[src/hdl/mpd_pkg.sv]
`timescale 1ns / 1ps
// -----------------------------------------------------------------------------
// mpd_pkg
// Shared types and constants for the mouse packet event decoder.
// -----------------------------------------------------------------------------
package mpd_pkg;

   // header bit masks
   localparam logic [7:0] HDR_SYNC     = 8'h08;
   localparam logic [7:0] HDR_OVERFLOW = 8'hC0;
   localparam int         HDR_XSIGN_BIT = 4;
   localparam int         HDR_YSIGN_BIT = 5;

   // event kinds
   localparam logic KIND_BUTTON = 1'b0;
   localparam logic KIND_MOTION = 1'b1;

   // event codes
   localparam logic [1:0] CODE_LEFT   = 2'd0;
   localparam logic [1:0] CODE_RIGHT  = 2'd1;
   localparam logic [1:0] CODE_MIDDLE = 2'd2;
   localparam logic [1:0] CODE_X      = 2'd0;
   localparam logic [1:0] CODE_Y      = 2'd1;

   // slots of the pending-event mask, in emission order
   localparam int SLOT_LEFT   = 0;
   localparam int SLOT_RIGHT  = 1;
   localparam int SLOT_MIDDLE = 2;
   localparam int SLOT_X      = 3;
   localparam int SLOT_Y      = 4;
   localparam int NUM_SLOTS   = 5;

   // one decoded packet waiting for the back end
   typedef struct packed {
      logic [NUM_SLOTS-1:0] mask;     // events to emit
      logic [2:0]           buttons;  // new button state
      logic signed [9:0]    dx;
      logic signed [9:0]    dy;
   } mpd_entry_type;

   // one result event
   typedef struct packed {
      logic              kind;
      logic [1:0]        code;
      logic signed [9:0] value;
      logic              last;
   } mpd_event_type;

endpackage

[src/hdl/mpd_front.sv]
`timescale 1ns / 1ps
// -----------------------------------------------------------------------------
// mpd_front
// Byte framer: syncs on the header, collects three bytes and classifies the
// packet into a set of pending events for the queue.
// -----------------------------------------------------------------------------
module mpd_front
   import mpd_pkg::*;
(
   input  logic          clock,
   input  logic          reset,
   input  logic          byte_valid,
   output logic          byte_ready,
   input  logic [7:0]    rx_byte,
   input  logic          from_aux,
   input  logic          csr_valid,
   input  logic          csr_data,
   output logic          push,
   output mpd_entry_type push_entry,
   input  logic          queue_full
);

   logic [1:0] pos_ff, pos_in;
   logic [7:0] header_ff, header_in;
   logic [7:0] x_ff, x_in;
   logic [2:0] buttons_ff, buttons_in;
   logic       enable_ff, enable_in;

   logic       accept;
   logic       third;
   logic [2:0] changed;
   logic signed [9:0] dx;
   logic signed [9:0] y_raw;
   logic signed [9:0] dy;
   logic       emit;

   assign byte_ready = !queue_full;
   assign accept     = byte_valid && byte_ready && from_aux;
   assign third      = accept && (pos_ff[1] == 1'b1);

   // packet classification from stored header, X byte and current Y byte
   assign changed = header_ff[2:0] ^ buttons_ff;
   assign dx      = {header_ff[HDR_XSIGN_BIT], header_ff[HDR_XSIGN_BIT], x_ff};
   assign y_raw   = {header_ff[HDR_YSIGN_BIT], header_ff[HDR_YSIGN_BIT], rx_byte};
   assign dy      = -y_raw;
   assign emit    = third && ((header_ff & HDR_OVERFLOW) == 8'h00) && enable_ff;

   always_comb begin
      push_entry.mask[SLOT_MIDDLE:SLOT_LEFT] = changed;
      push_entry.mask[SLOT_X] = (dx != 10'sd0);
      push_entry.mask[SLOT_Y] = (dy != 10'sd0);
      push_entry.buttons = header_ff[2:0];
      push_entry.dx      = dx;
      push_entry.dy      = dy;
   end

   assign push = emit && (push_entry.mask != '0);

   // framing state
   always_comb begin
      pos_in     = pos_ff;
      header_in  = header_ff;
      x_in       = x_ff;
      buttons_in = buttons_ff;
      enable_in  = csr_valid ? csr_data : enable_ff;
      if (accept) begin
         unique case (pos_ff)
            2'd0: begin
               if ((rx_byte & HDR_SYNC) != 8'h00) begin
                  header_in = rx_byte;
                  pos_in    = 2'd1;
               end
            end
            2'd1: begin
               x_in   = rx_byte;
               pos_in = 2'd2;
            end
            default: begin
               pos_in = 2'd0;
               if (emit) buttons_in = header_ff[2:0];
            end
         endcase
      end
   end

   always_ff @(posedge clock) begin
      if (reset) begin
         pos_ff     <= 2'd0;
         header_ff  <= 8'h00;
         x_ff       <= 8'h00;
         buttons_ff <= 3'b000;
         enable_ff  <= 1'b1;
      end else begin
         pos_ff     <= pos_in;
         header_ff  <= header_in;
         x_ff       <= x_in;
         buttons_ff <= buttons_in;
         enable_ff  <= enable_in;
      end
   end

endmodule

[src/hdl/mpd_queue.sv]
`timescale 1ns / 1ps
// -----------------------------------------------------------------------------
// mpd_queue
// Short FIFO of decoded packets between front and back end.
// -----------------------------------------------------------------------------
module mpd_queue
   import mpd_pkg::*;
#(
   parameter int DEPTH = 2
) (
   input  logic          clock,
   input  logic          reset,
   input  logic          push,
   input  mpd_entry_type push_entry,
   output logic          full,
   input  logic          pop,
   output logic          not_empty,
   output mpd_entry_type pop_entry
);

   localparam int PW = (DEPTH > 1) ? $clog2(DEPTH) : 1;
   localparam int CW = $clog2(DEPTH + 1);
   localparam logic [PW-1:0] LAST_PTR = PW'(DEPTH - 1);
   localparam logic [CW-1:0] FULL_CNT = CW'(DEPTH);

   mpd_entry_type store_ff [DEPTH];
   logic [PW-1:0] wr_ff, wr_in;
   logic [PW-1:0] rd_ff, rd_in;
   logic [CW-1:0] cnt_ff, cnt_in;

   assign full      = (cnt_ff == FULL_CNT);
   assign not_empty = (cnt_ff != '0);
   assign pop_entry = store_ff[rd_ff];

   // pointer and count update
   always_comb begin
      wr_in  = wr_ff;
      rd_in  = rd_ff;
      cnt_in = cnt_ff;
      if (push) wr_in = (wr_ff == LAST_PTR) ? '0 : wr_ff + PW'(1);
      if (pop)  rd_in = (rd_ff == LAST_PTR) ? '0 : rd_ff + PW'(1);
      if (push && !pop) cnt_in = cnt_ff + CW'(1);
      else if (pop && !push) cnt_in = cnt_ff - CW'(1);
   end

   always_ff @(posedge clock) begin
      if (reset) begin
         wr_ff  <= '0;
         rd_ff  <= '0;
         cnt_ff <= '0;
      end else begin
         wr_ff  <= wr_in;
         rd_ff  <= rd_in;
         cnt_ff <= cnt_in;
      end
   end

   // storage
   always_ff @(posedge clock) begin
      if (push) store_ff[wr_ff] <= push_entry;
   end

endmodule

[src/hdl/mpd_back.sv]
`timescale 1ns / 1ps
// -----------------------------------------------------------------------------
// mpd_back
// Event sequencer: walks the pending mask of one packet, one event per beat,
// into a registered output stage.
// -----------------------------------------------------------------------------
module mpd_back
   import mpd_pkg::*;
(
   input  logic          clock,
   input  logic          reset,
   input  logic          queue_not_empty,
   input  mpd_entry_type queue_entry,
   output logic          pop,
   output logic          out_valid,
   input  logic          out_ready,
   output mpd_event_type out_event
);

   mpd_entry_type         cur_ff, cur_in;
   logic [NUM_SLOTS-1:0]  pend_ff, pend_in;
   logic                  valid_ff, valid_in;
   mpd_event_type         event_ff, event_in;

   logic                  advance;
   logic [NUM_SLOTS-1:0]  sel;
   logic [NUM_SLOTS-1:0]  rest;
   mpd_event_type         next_event;

   assign advance = !valid_ff || out_ready;

   // lowest pending slot goes first
   always_comb begin
      sel = '0;
      priority if (pend_ff[SLOT_LEFT])   sel[SLOT_LEFT]   = 1'b1;
      else if     (pend_ff[SLOT_RIGHT])  sel[SLOT_RIGHT]  = 1'b1;
      else if     (pend_ff[SLOT_MIDDLE]) sel[SLOT_MIDDLE] = 1'b1;
      else if     (pend_ff[SLOT_X])      sel[SLOT_X]      = 1'b1;
      else if     (pend_ff[SLOT_Y])      sel[SLOT_Y]      = 1'b1;
      else                               sel = '0;
   end

   assign rest = pend_ff & ~sel;

   // build the selected event
   always_comb begin
      next_event.kind  = KIND_BUTTON;
      next_event.code  = CODE_LEFT;
      next_event.value = {9'd0, cur_ff.buttons[SLOT_LEFT]};
      next_event.last  = (rest == '0);
      if (sel[SLOT_RIGHT]) begin
         next_event.code  = CODE_RIGHT;
         next_event.value = {9'd0, cur_ff.buttons[SLOT_RIGHT]};
      end else if (sel[SLOT_MIDDLE]) begin
         next_event.code  = CODE_MIDDLE;
         next_event.value = {9'd0, cur_ff.buttons[SLOT_MIDDLE]};
      end else if (sel[SLOT_X]) begin
         next_event.kind  = KIND_MOTION;
         next_event.code  = CODE_X;
         next_event.value = cur_ff.dx;
      end else if (sel[SLOT_Y]) begin
         next_event.kind  = KIND_MOTION;
         next_event.code  = CODE_Y;
         next_event.value = cur_ff.dy;
      end
   end

   // sequencing and output stage
   always_comb begin
      cur_in   = cur_ff;
      pend_in  = pend_ff;
      valid_in = valid_ff;
      event_in = event_ff;
      pop      = 1'b0;
      if (advance) begin
         valid_in = (pend_ff != '0);
         if (pend_ff != '0) event_in = next_event;
         pend_in = rest;
      end
      // refill once the current packet has nothing more to give
      if (pend_in == '0 && queue_not_empty) begin
         pop     = 1'b1;
         cur_in  = queue_entry;
         pend_in = queue_entry.mask;
      end
   end

   always_ff @(posedge clock) begin
      if (reset) begin
         pend_ff  <= '0;
         valid_ff <= 1'b0;
      end else begin
         pend_ff  <= pend_in;
         valid_ff <= valid_in;
      end
   end

   always_ff @(posedge clock) begin
      cur_ff   <= cur_in;
      event_ff <= event_in;
   end

   assign out_valid = valid_ff;
   assign out_event = event_ff;

endmodule

[src/hdl/mouse_packet_event_decoder.sv]
`timescale 1ns / 1ps
// -----------------------------------------------------------------------------
// mouse_packet_event_decoder
// Three-byte mouse packet decoder producing button and motion events.
// -----------------------------------------------------------------------------
// The block takes one received byte per beat and turns every complete,
// overflow-free three-byte mouse packet into up to five events: one per
// changed button (left, right, middle), then X motion, then negated Y motion,
// the last one flagged on rsp_tlast. A byte is taken in every cycle while the
// packet queue has room; the event sequencer delivers one event per cycle
// while rsp_tready is high, and the queue depth (QUEUE_DEPTH packets) sets
// how far the front end may run ahead of it.
// Writes on the csr channel are always accepted and set the events enable.
module mouse_packet_event_decoder
   import mpd_pkg::*;
#(
   parameter int QUEUE_DEPTH = 2
) (
   input  logic        clock,
   input  logic        reset,
   // received bytes
   input  logic        req_tvalid,
   output logic        req_tready,
   input  logic [7:0]  req_tdata,   // [7:0] rx_byte
   input  logic        req_tuser,   // [0] from_aux
   // events
   output logic        rsp_tvalid,
   input  logic        rsp_tready,
   output logic [15:0] rsp_tdata,   // [1:0] event_code, [11:2] event_value, rest zero
   output logic        rsp_tuser,   // [0] event_kind
   output logic        rsp_tlast,   // last_event
   // configuration
   input  logic        csr_valid,
   output logic        csr_ready,
   input  logic        csr_data     // events_enable
);

   logic          push;
   mpd_entry_type push_entry;
   logic          queue_full;
   logic          pop;
   logic          queue_not_empty;
   mpd_entry_type pop_entry;
   mpd_event_type out_event;

   assign csr_ready = 1'b1;

   mpd_front u_front (
      .clock      (clock),
      .reset      (reset),
      .byte_valid (req_tvalid),
      .byte_ready (req_tready),
      .rx_byte    (req_tdata),
      .from_aux   (req_tuser),
      .csr_valid  (csr_valid),
      .csr_data   (csr_data),
      .push       (push),
      .push_entry (push_entry),
      .queue_full (queue_full)
   );

   mpd_queue #(
      .DEPTH (QUEUE_DEPTH)
   ) u_queue (
      .clock      (clock),
      .reset      (reset),
      .push       (push),
      .push_entry (push_entry),
      .full       (queue_full),
      .pop        (pop),
      .not_empty  (queue_not_empty),
      .pop_entry  (pop_entry)
   );

   mpd_back u_back (
      .clock           (clock),
      .reset           (reset),
      .queue_not_empty (queue_not_empty),
      .queue_entry     (pop_entry),
      .pop             (pop),
      .out_valid       (rsp_tvalid),
      .out_ready       (rsp_tready),
      .out_event       (out_event)
   );

   // pack the event beat
   assign rsp_tdata = {4'b0000, out_event.value, out_event.code};
   assign rsp_tuser = out_event.kind;
   assign rsp_tlast = out_event.last;

endmodule
[config.mk]
export PLATFORM = sky130hd
export DESIGN_NAME = mouse_packet_event_decoder
export DESIGN_NICKNAME = d
export VERILOG_FILES = /design/src/hdl/mpd_pkg.sv /design/src/hdl/mpd_front.sv /design/src/hdl/mpd_queue.sv /design/src/hdl/mpd_back.sv /design/src/hdl/mouse_packet_event_decoder.sv
export SDC_FILE = /design/constraint.sdc
export NUM_CORES = 1
export LEC_CHECK = 0
export ABC_AREA = 0
export BUFFER_PORTS_ARGS = -buffer_cell sky130_fd_sc_hd__buf_2
export CAP_MARGIN = 20
export CORE_UTILIZATION = 50
export CTS_CLUSTER_DIAMETER = 120
export DETAILED_ROUTE_END_ITERATION = 8
export GPL_ROUTABILITY_DRIVEN = 0
export GPL_TIMING_DRIVEN = 0
export PLACE_DENSITY_LB_ADDON = 0.1
export SYNTH_ARGS = -nofsm -noshare
export SYNTH_HDL_FRONTEND = slang
export SYNTH_HIERARCHICAL = 1
export SYNTH_SLANG_ARGS = --single-unit
[constraint.sdc]
create_clock -name clock -period 3.55 [get_ports clock]
set_clock_uncertainty 0.05 [all_clocks]
set_input_delay 0.355 -clock clock [delete_from_list [all_inputs] [get_ports clock]]
set_output_delay 0.355 -clock clock [all_outputs]
set_load 0.02 [all_outputs]
Word-level counts from Yosys, hierarchy flattened --
Memories as Yosys holds them, arrays and structs flattened. A register that Yosys moved wholly into a read port is not among the register bits. Cells that the tools add are included.
Cells by class: bitwise logic cells 4, add/sub/neg operators 5, reduce and logical (&&, ||, !) cells 31, equality and inequality tests 3, muxes and demuxes 26
Operators by type and width (count):
- $mux 13 | 2
- $reduce_bool 10->1 | 2
- $mux 1 | 14
- $mux 12 | 1
- $logic_not 5->1 | 2
- $mux 5 | 2
- $neg 9->10 | 1
- $reduce_bool 5->1 | 2
- $logic_and 1x1->1 | 9
- $logic_not 8->1 | 1
- $mux 2 | 4
- $reduce_and 2->1 | 3
- $reduce_and 3->1 | 2
- $and 5x5->5 | 1
- $not 5->5 | 1
- $logic_not 1->1 | 4
- $mux 4 | 1
- $pmux 2 s2 | 1
- $reduce_bool 2->1 | 2
- $reduce_or 2->1 | 2
- $mux 3 | 1
- $xor 3x3->3 | 1
- $add 1x1->1 const B | 2
- $add 2x1->2 const B | 1
- other kinds (7) | 7
Storage, ports and cells: input bits 15, memories 1, memory bits (writable) 56, word-level logic and storage cells 88, register bits 69
Memories:
- u_queue.store_ff | words 2, width 28, rd ports 1, clocked after memory_dff 1, write ports 1, RTL line mpd_queue.sv:26 | mpd_entry_type store_ff [DEPTH];

Logic depth before layout (Yosys ltp) --
depth after elaboration 14, mapped depth 10, gate-level depth less buffers 10

Hierarchy --
The synthesis kept the hierarchy.
Modules (own cells, without submodules):
- mpd_queue | area each 2234.6 um2, seq. area each 1781.7 um2, times used 1, cells an instance 109
- mpd_back | area each 1650.3 um2, seq. area each 1231.2 um2, times used 1, cells an instance 103
- mpd_front | area each 1079.8 um2, seq. area each 420.4 um2, times used 1, cells an instance 118
- mouse_packet_event_decoder | area each 45.0 um2, seq. area each 0.0 um2, times used 1, cells an instance 7

Worst setup path after synthesis --
OpenSTA, ideal clock, no wires.
kind register -> register, start point reg u_queue.cnt_ff[0], end point mem u_queue/store_ff[0][0] (netlist bit) (enable), library setup time 0.416 ns, data required time 3.084 ns, arrival 2.566 ns, stages on the path, launching flop included 6, slack 0.517 ns, cell sequence dfxtp_1 > and2b_2 > nand3b_4 > nand2b_1 > o21ba_1 > nor2b_1
On the way: word-level cells in the longest chain between the ends 10
RTL lines:
- from (decl) | RTL line mpd_queue.sv:29 | logic [CW-1:0] cnt_ff, cnt_in;
- from (signal assigned) | RTL line mpd_queue.sv:54 | cnt_ff <= cnt_in;
- $eq 2x2->1 | RTL line mpd_queue.sv:31 | assign full = (cnt_ff == FULL_CNT);
- via queue_full | RTL line mouse_packet_event_decoder.sv:40 | logic queue_full;
- $logic_not 1->1 | RTL line mpd_front.sv:37 | assign byte_ready = !queue_full;
- $logic_and 1x1->1 (2 in series) | RTL line mpd_front.sv:38 | assign accept = byte_valid && byte_ready && from_aux;
- $logic_and 1x1->1 | RTL line mpd_front.sv:39 | assign third = accept && (pos_ff[1] == 1'b1);
- $logic_and 1x1->1 (2 in series) | RTL line mpd_front.sv:46 | assign emit = third && ((header_ff & HDR_OVERFLOW) == 8'h00) && enable_ff;
- $logic_and 1x1->1 | RTL line mpd_front.sv:57 | assign push = emit && (push_entry.mask != '0);
- via push | RTL line mouse_packet_event_decoder.sv:38 | logic push;
- $mux 1 | RTL line mpd_queue.sv:60 | if (push) store_ff[wr_ff] <= push_entry;
- $mux 1 (implied by the code) | RTL line mpd_queue.sv:60
- to (decl) | RTL line mpd_queue.sv:26
The timed path passes the listed nets, and every way through them passes these cells.

Final worst setup path --
start point reg u_back.pend_ff[0], end point reg u_queue.cnt_ff[1]
On the way: word-level cells in the longest chain between the ends 10, elaborated cells between the ends (all ways) 13
RTL lines:
- from (decl) | RTL line mpd_back.sv:21 | logic [NUM_SLOTS-1:0] pend_ff, pend_in;
- from (signal assigned) | RTL line mpd_back.sv:93 | pend_ff <= pend_in;
- $mux 1 / $mux 4 (equally long branches) | RTL line mpd_back.sv:35 | priority if (pend_ff[SLOT_LEFT]) sel[SLOT_LEFT] = 1'b1;
- $not 5->5 | RTL line mpd_back.sv:43 | assign rest = pend_ff & ~sel;
- $and 5x5->5 | RTL line mpd_back.sv:43
- $mux 5 * | RTL line mpd_back.sv:75 | if (advance) begin
- $logic_not 5->1 * | RTL line mpd_back.sv:81 | if (pend_in == '0 && queue_not_empty) begin
- $logic_and 1x1->1 * | RTL line mpd_back.sv:81
- $mux 1 * | RTL line mpd_back.sv:81
- via pop | RTL line mouse_packet_event_decoder.sv:41 | logic pop;
- $logic_not 1->1 | RTL line mpd_queue.sv:42 | if (push && !pop) cnt_in = cnt_ff + CW'(1);
- $logic_and 1x1->1 | RTL line mpd_queue.sv:42
- $mux 2 / $reduce_bool 2->1 (equally long branches)
The timed path passes the listed nets; every way through them passes the cells marked *. A chain may end at the register's enable or synchronous reset.

==> flow_summary.ini <==
[yosys]
muxShareOfSynthArea_pct = 9.89
synth.cell_area_mm2 = 0.00501
synthXorXnorAreaFrac_pct = 2.45
synthDistinctLibCells = 45
synth-async-reset-ratio_pct = 0
synth_top_family_by_area = multiplexers
avgSynthCellArea_um2 = 14.9
synthAdderAreaFrac_pct = 0.500
synth_area_leaders = edfxtp_1 56%, dfxtp_1 13%, mux2_2 6.3%, mux2i_1 3.6%, nor2_1 2.3%
post-synth-top-area-cell = edfxtp_1
syn_inst = 337
synth-seq-area-share_pct = 68.5
synthSimpleGateAreaFrac_pct = 8.47
yosys_warnings = 6
synth_top_area_share_pct = 55.7
synth_ff_type = edfxtp_1
synth_edf_count = 93
ys_ff_latch = 125
synth_compound_area_share_pct = 5.94

[detailed_routing]
top_layer_used = met4
dr_wl_met3_um = 289
vias = 2690
met1_length_um = 3980
drtIter0Drc = 95
viasPerCell = 5.01
wl_met2_um = 3740
ant_nets = 0
drtPass1Iterations = 4
totalWireLength_um = 8090
drc = 0
routedWlPerCell_um = 15.1

[timing]
final.min_clock_period_ps = 3230
worst_slew_pin_slew_ps = 1050
finalSetupViolCount = 0
hold_viol_final = 0
fmax_ghz = 0.310
rsz0062_at_grt = no
fin_hold_ws_ps = 133
fin_crit_sh_pct = 90.9
slew_violations = 0
slew_headroom_pct = 29.9

[outcome]
status = finished clean

[grt]
grt_max_degree = 29
antenna_found_initial = 0
grt_pass1_wl_um = 13300
grt_use_total_pct = 17.7
grt_overflow = 0
grt_pass1_vias = 2588

[finish]
fin_nets = 408
final_util_pct = 61.2
mostFrequentLayoutCell = edfxtp_1
antenna_cells = 0
design_area_mm2 = 0.00595
mostFrequentLayoutCells = 93 x edfxtp_1, 33 x buf_2, 32 x dfxtp_1
syn_to_final_growth_pct = 18.8
layout-drive-gt1-share_pct = 30.4

[worst_setup_path]
cp-end-kind = flip-flop
worstPathArrival_ps = 3610
reg2reg_slack_ps = 320
criticalPathCategory = reg2reg
rr_endpoint = u_queue/cnt_ff[1]
critPathMaxFanout = 25
required_ps = 3940
r2r-start = u_back/pend_ff[0]
crit_path_start_kind = flip-flop
r2r_cells = 9

[clocking]
clock-root-buffer = clkbuf_8
path_clk_slew_ps = 60
h-tree-depth = 4
postCtsSetupBuffers = 0
clockBufferDepth = 2
cts_buffers = 17
clock-sinks = 125
tritoncts = built
clk_latency_ps = 500

[floorplan]
rows = 36
coreArea_mm2 = 0.00973
pin_count = 36
die_w_um = 102
initial_core_util_pct = 51.5
dieArea_mm2 = 0.0104
die_y_um = 102

[hold_path]
holdPathStages = 3
worstHoldPathType = in2reg
hp-start = req_tdata[6]
min_to = u_front/x_ff[6]

[placement]
postPlaceCellArea_mm2 = 0.00537
portBuffers = 29
dp_hpwl_um = 5410

[power_and_ir_drop]
power.leakage_nw = 2.30
vdd_ir_drop_max_v = 0.000354
p_per_area_mw_per_mm2 = 749

[job]
maxCapViolations = 0
==> state kept, by name (all words and copies together) (netlist names), 2 cells and up, named ones only <==
register,count
u_queue/store_ff,56
u_back/cur_ff,23
u_queue/cnt_ff,2
u_front/header_ff,7
u_back/out_event,14
u_back/pend_ff,5
u_front/x_ff,8
u_front/buttons_ff,3
u_front/pos_ff,2
==> how the worst max path moves through the flow <==
stage                      startpoint                 endpoint  slack [ps]  depth (start not counted)
floorplan           u_queue/cnt_ff[0]   u_queue/store_ff[0][0]         520                          5
global placement         req_tdata[0]  u_queue/store_ff[0][17]        -560                          6
detailed placement  u_back/pend_ff[0]        u_queue/cnt_ff[1]         330                          9
CTS                 u_back/pend_ff[0]        u_queue/cnt_ff[1]         300                          9
global route        u_back/pend_ff[3]        u_queue/cnt_ff[1]          20                          9
finish              u_back/pend_ff[0]        u_queue/cnt_ff[1]         320                          9
==> synth_stat cells, types with 7 or more instances <==
cell type   n
xor2_1      7
buf_4      12
edfxtp_1   93
nor2_1     31
xnor2_1     7
nand2_1     7
mux2i_1    18
inv_1       7
a22o_1      9
dfxtp_1    32
a21oi_1    11
mux2_2     28
==> power breakdown <==
part	internal [mW]	leakage [nW]	total (mW)	switching [mW]
logic	0.335	0.910	0.885	0.550
registers	1.90	1.12	1.98	0.0756
clock network	0.992	0.271	1.59	0.602
total	3.23	2.30	4.46	1.23
==> layout make-up <==
cell class	instances	area [um2]
sequential	125	3430
tap	133	166
fill	777	3780
clock buffer	17	414
buffer	24	178
clock inverter	15	150
timing repair buffer	32	193
multi-input combinational	184	1390
inverter	7	26.3
==> per-layer routing <==
metal,vias up,track usage [%]
met5,-,0
met2,53,26.0
met3,9,5.27
li1,1348,-
met1,1280,24.5
met4,0,7.47
==> through the flow <==
step	setup WS [ps]	setup TNS (ps)	cells	total power, mW
2_1_floorplan	517	0	340	2.66
3_3_place_gp	-561	-15640	502	2.88
3_5_place_dp	326	0	503	2.90
4_1_cts	296	0	537	4.50
5_1_grt	23.5	0	537	4.68
6_report	322	0	537	4.46
==> repair_timing <==
action	4_1_cts	5_1_grt
gates resized for setup	0	0
hold endpoints to repair	1	0
hold buffers	2	0
==> critical path, stage by stage (launching register included) <==
cell and delay [ps]:
dfxtp_1 330, buf_6 140, a2111o_1 470, a21oi_4 240, nor2_2 70, and2b_1 850, inv_1 160, ha_1 360
or3_1 360, a21oi_1 140
==> kinds of logic (layout without fill, tap and decap cells) <==
| family | after synthesis | in the layout |
|---|---|---|
| xor+xnor | 14 | 14 |
| simple gates | 78 | 78 |
| buf+inv | 31 | 95 |
| flops | 125 | 125 |
| mux | 46 | 46 |
| other cells | 2 | 5 |
| fa+ha+maj | 2 | 2 |
| compound gates | 39 | 39 |
(Power assumes the default switching activity.)
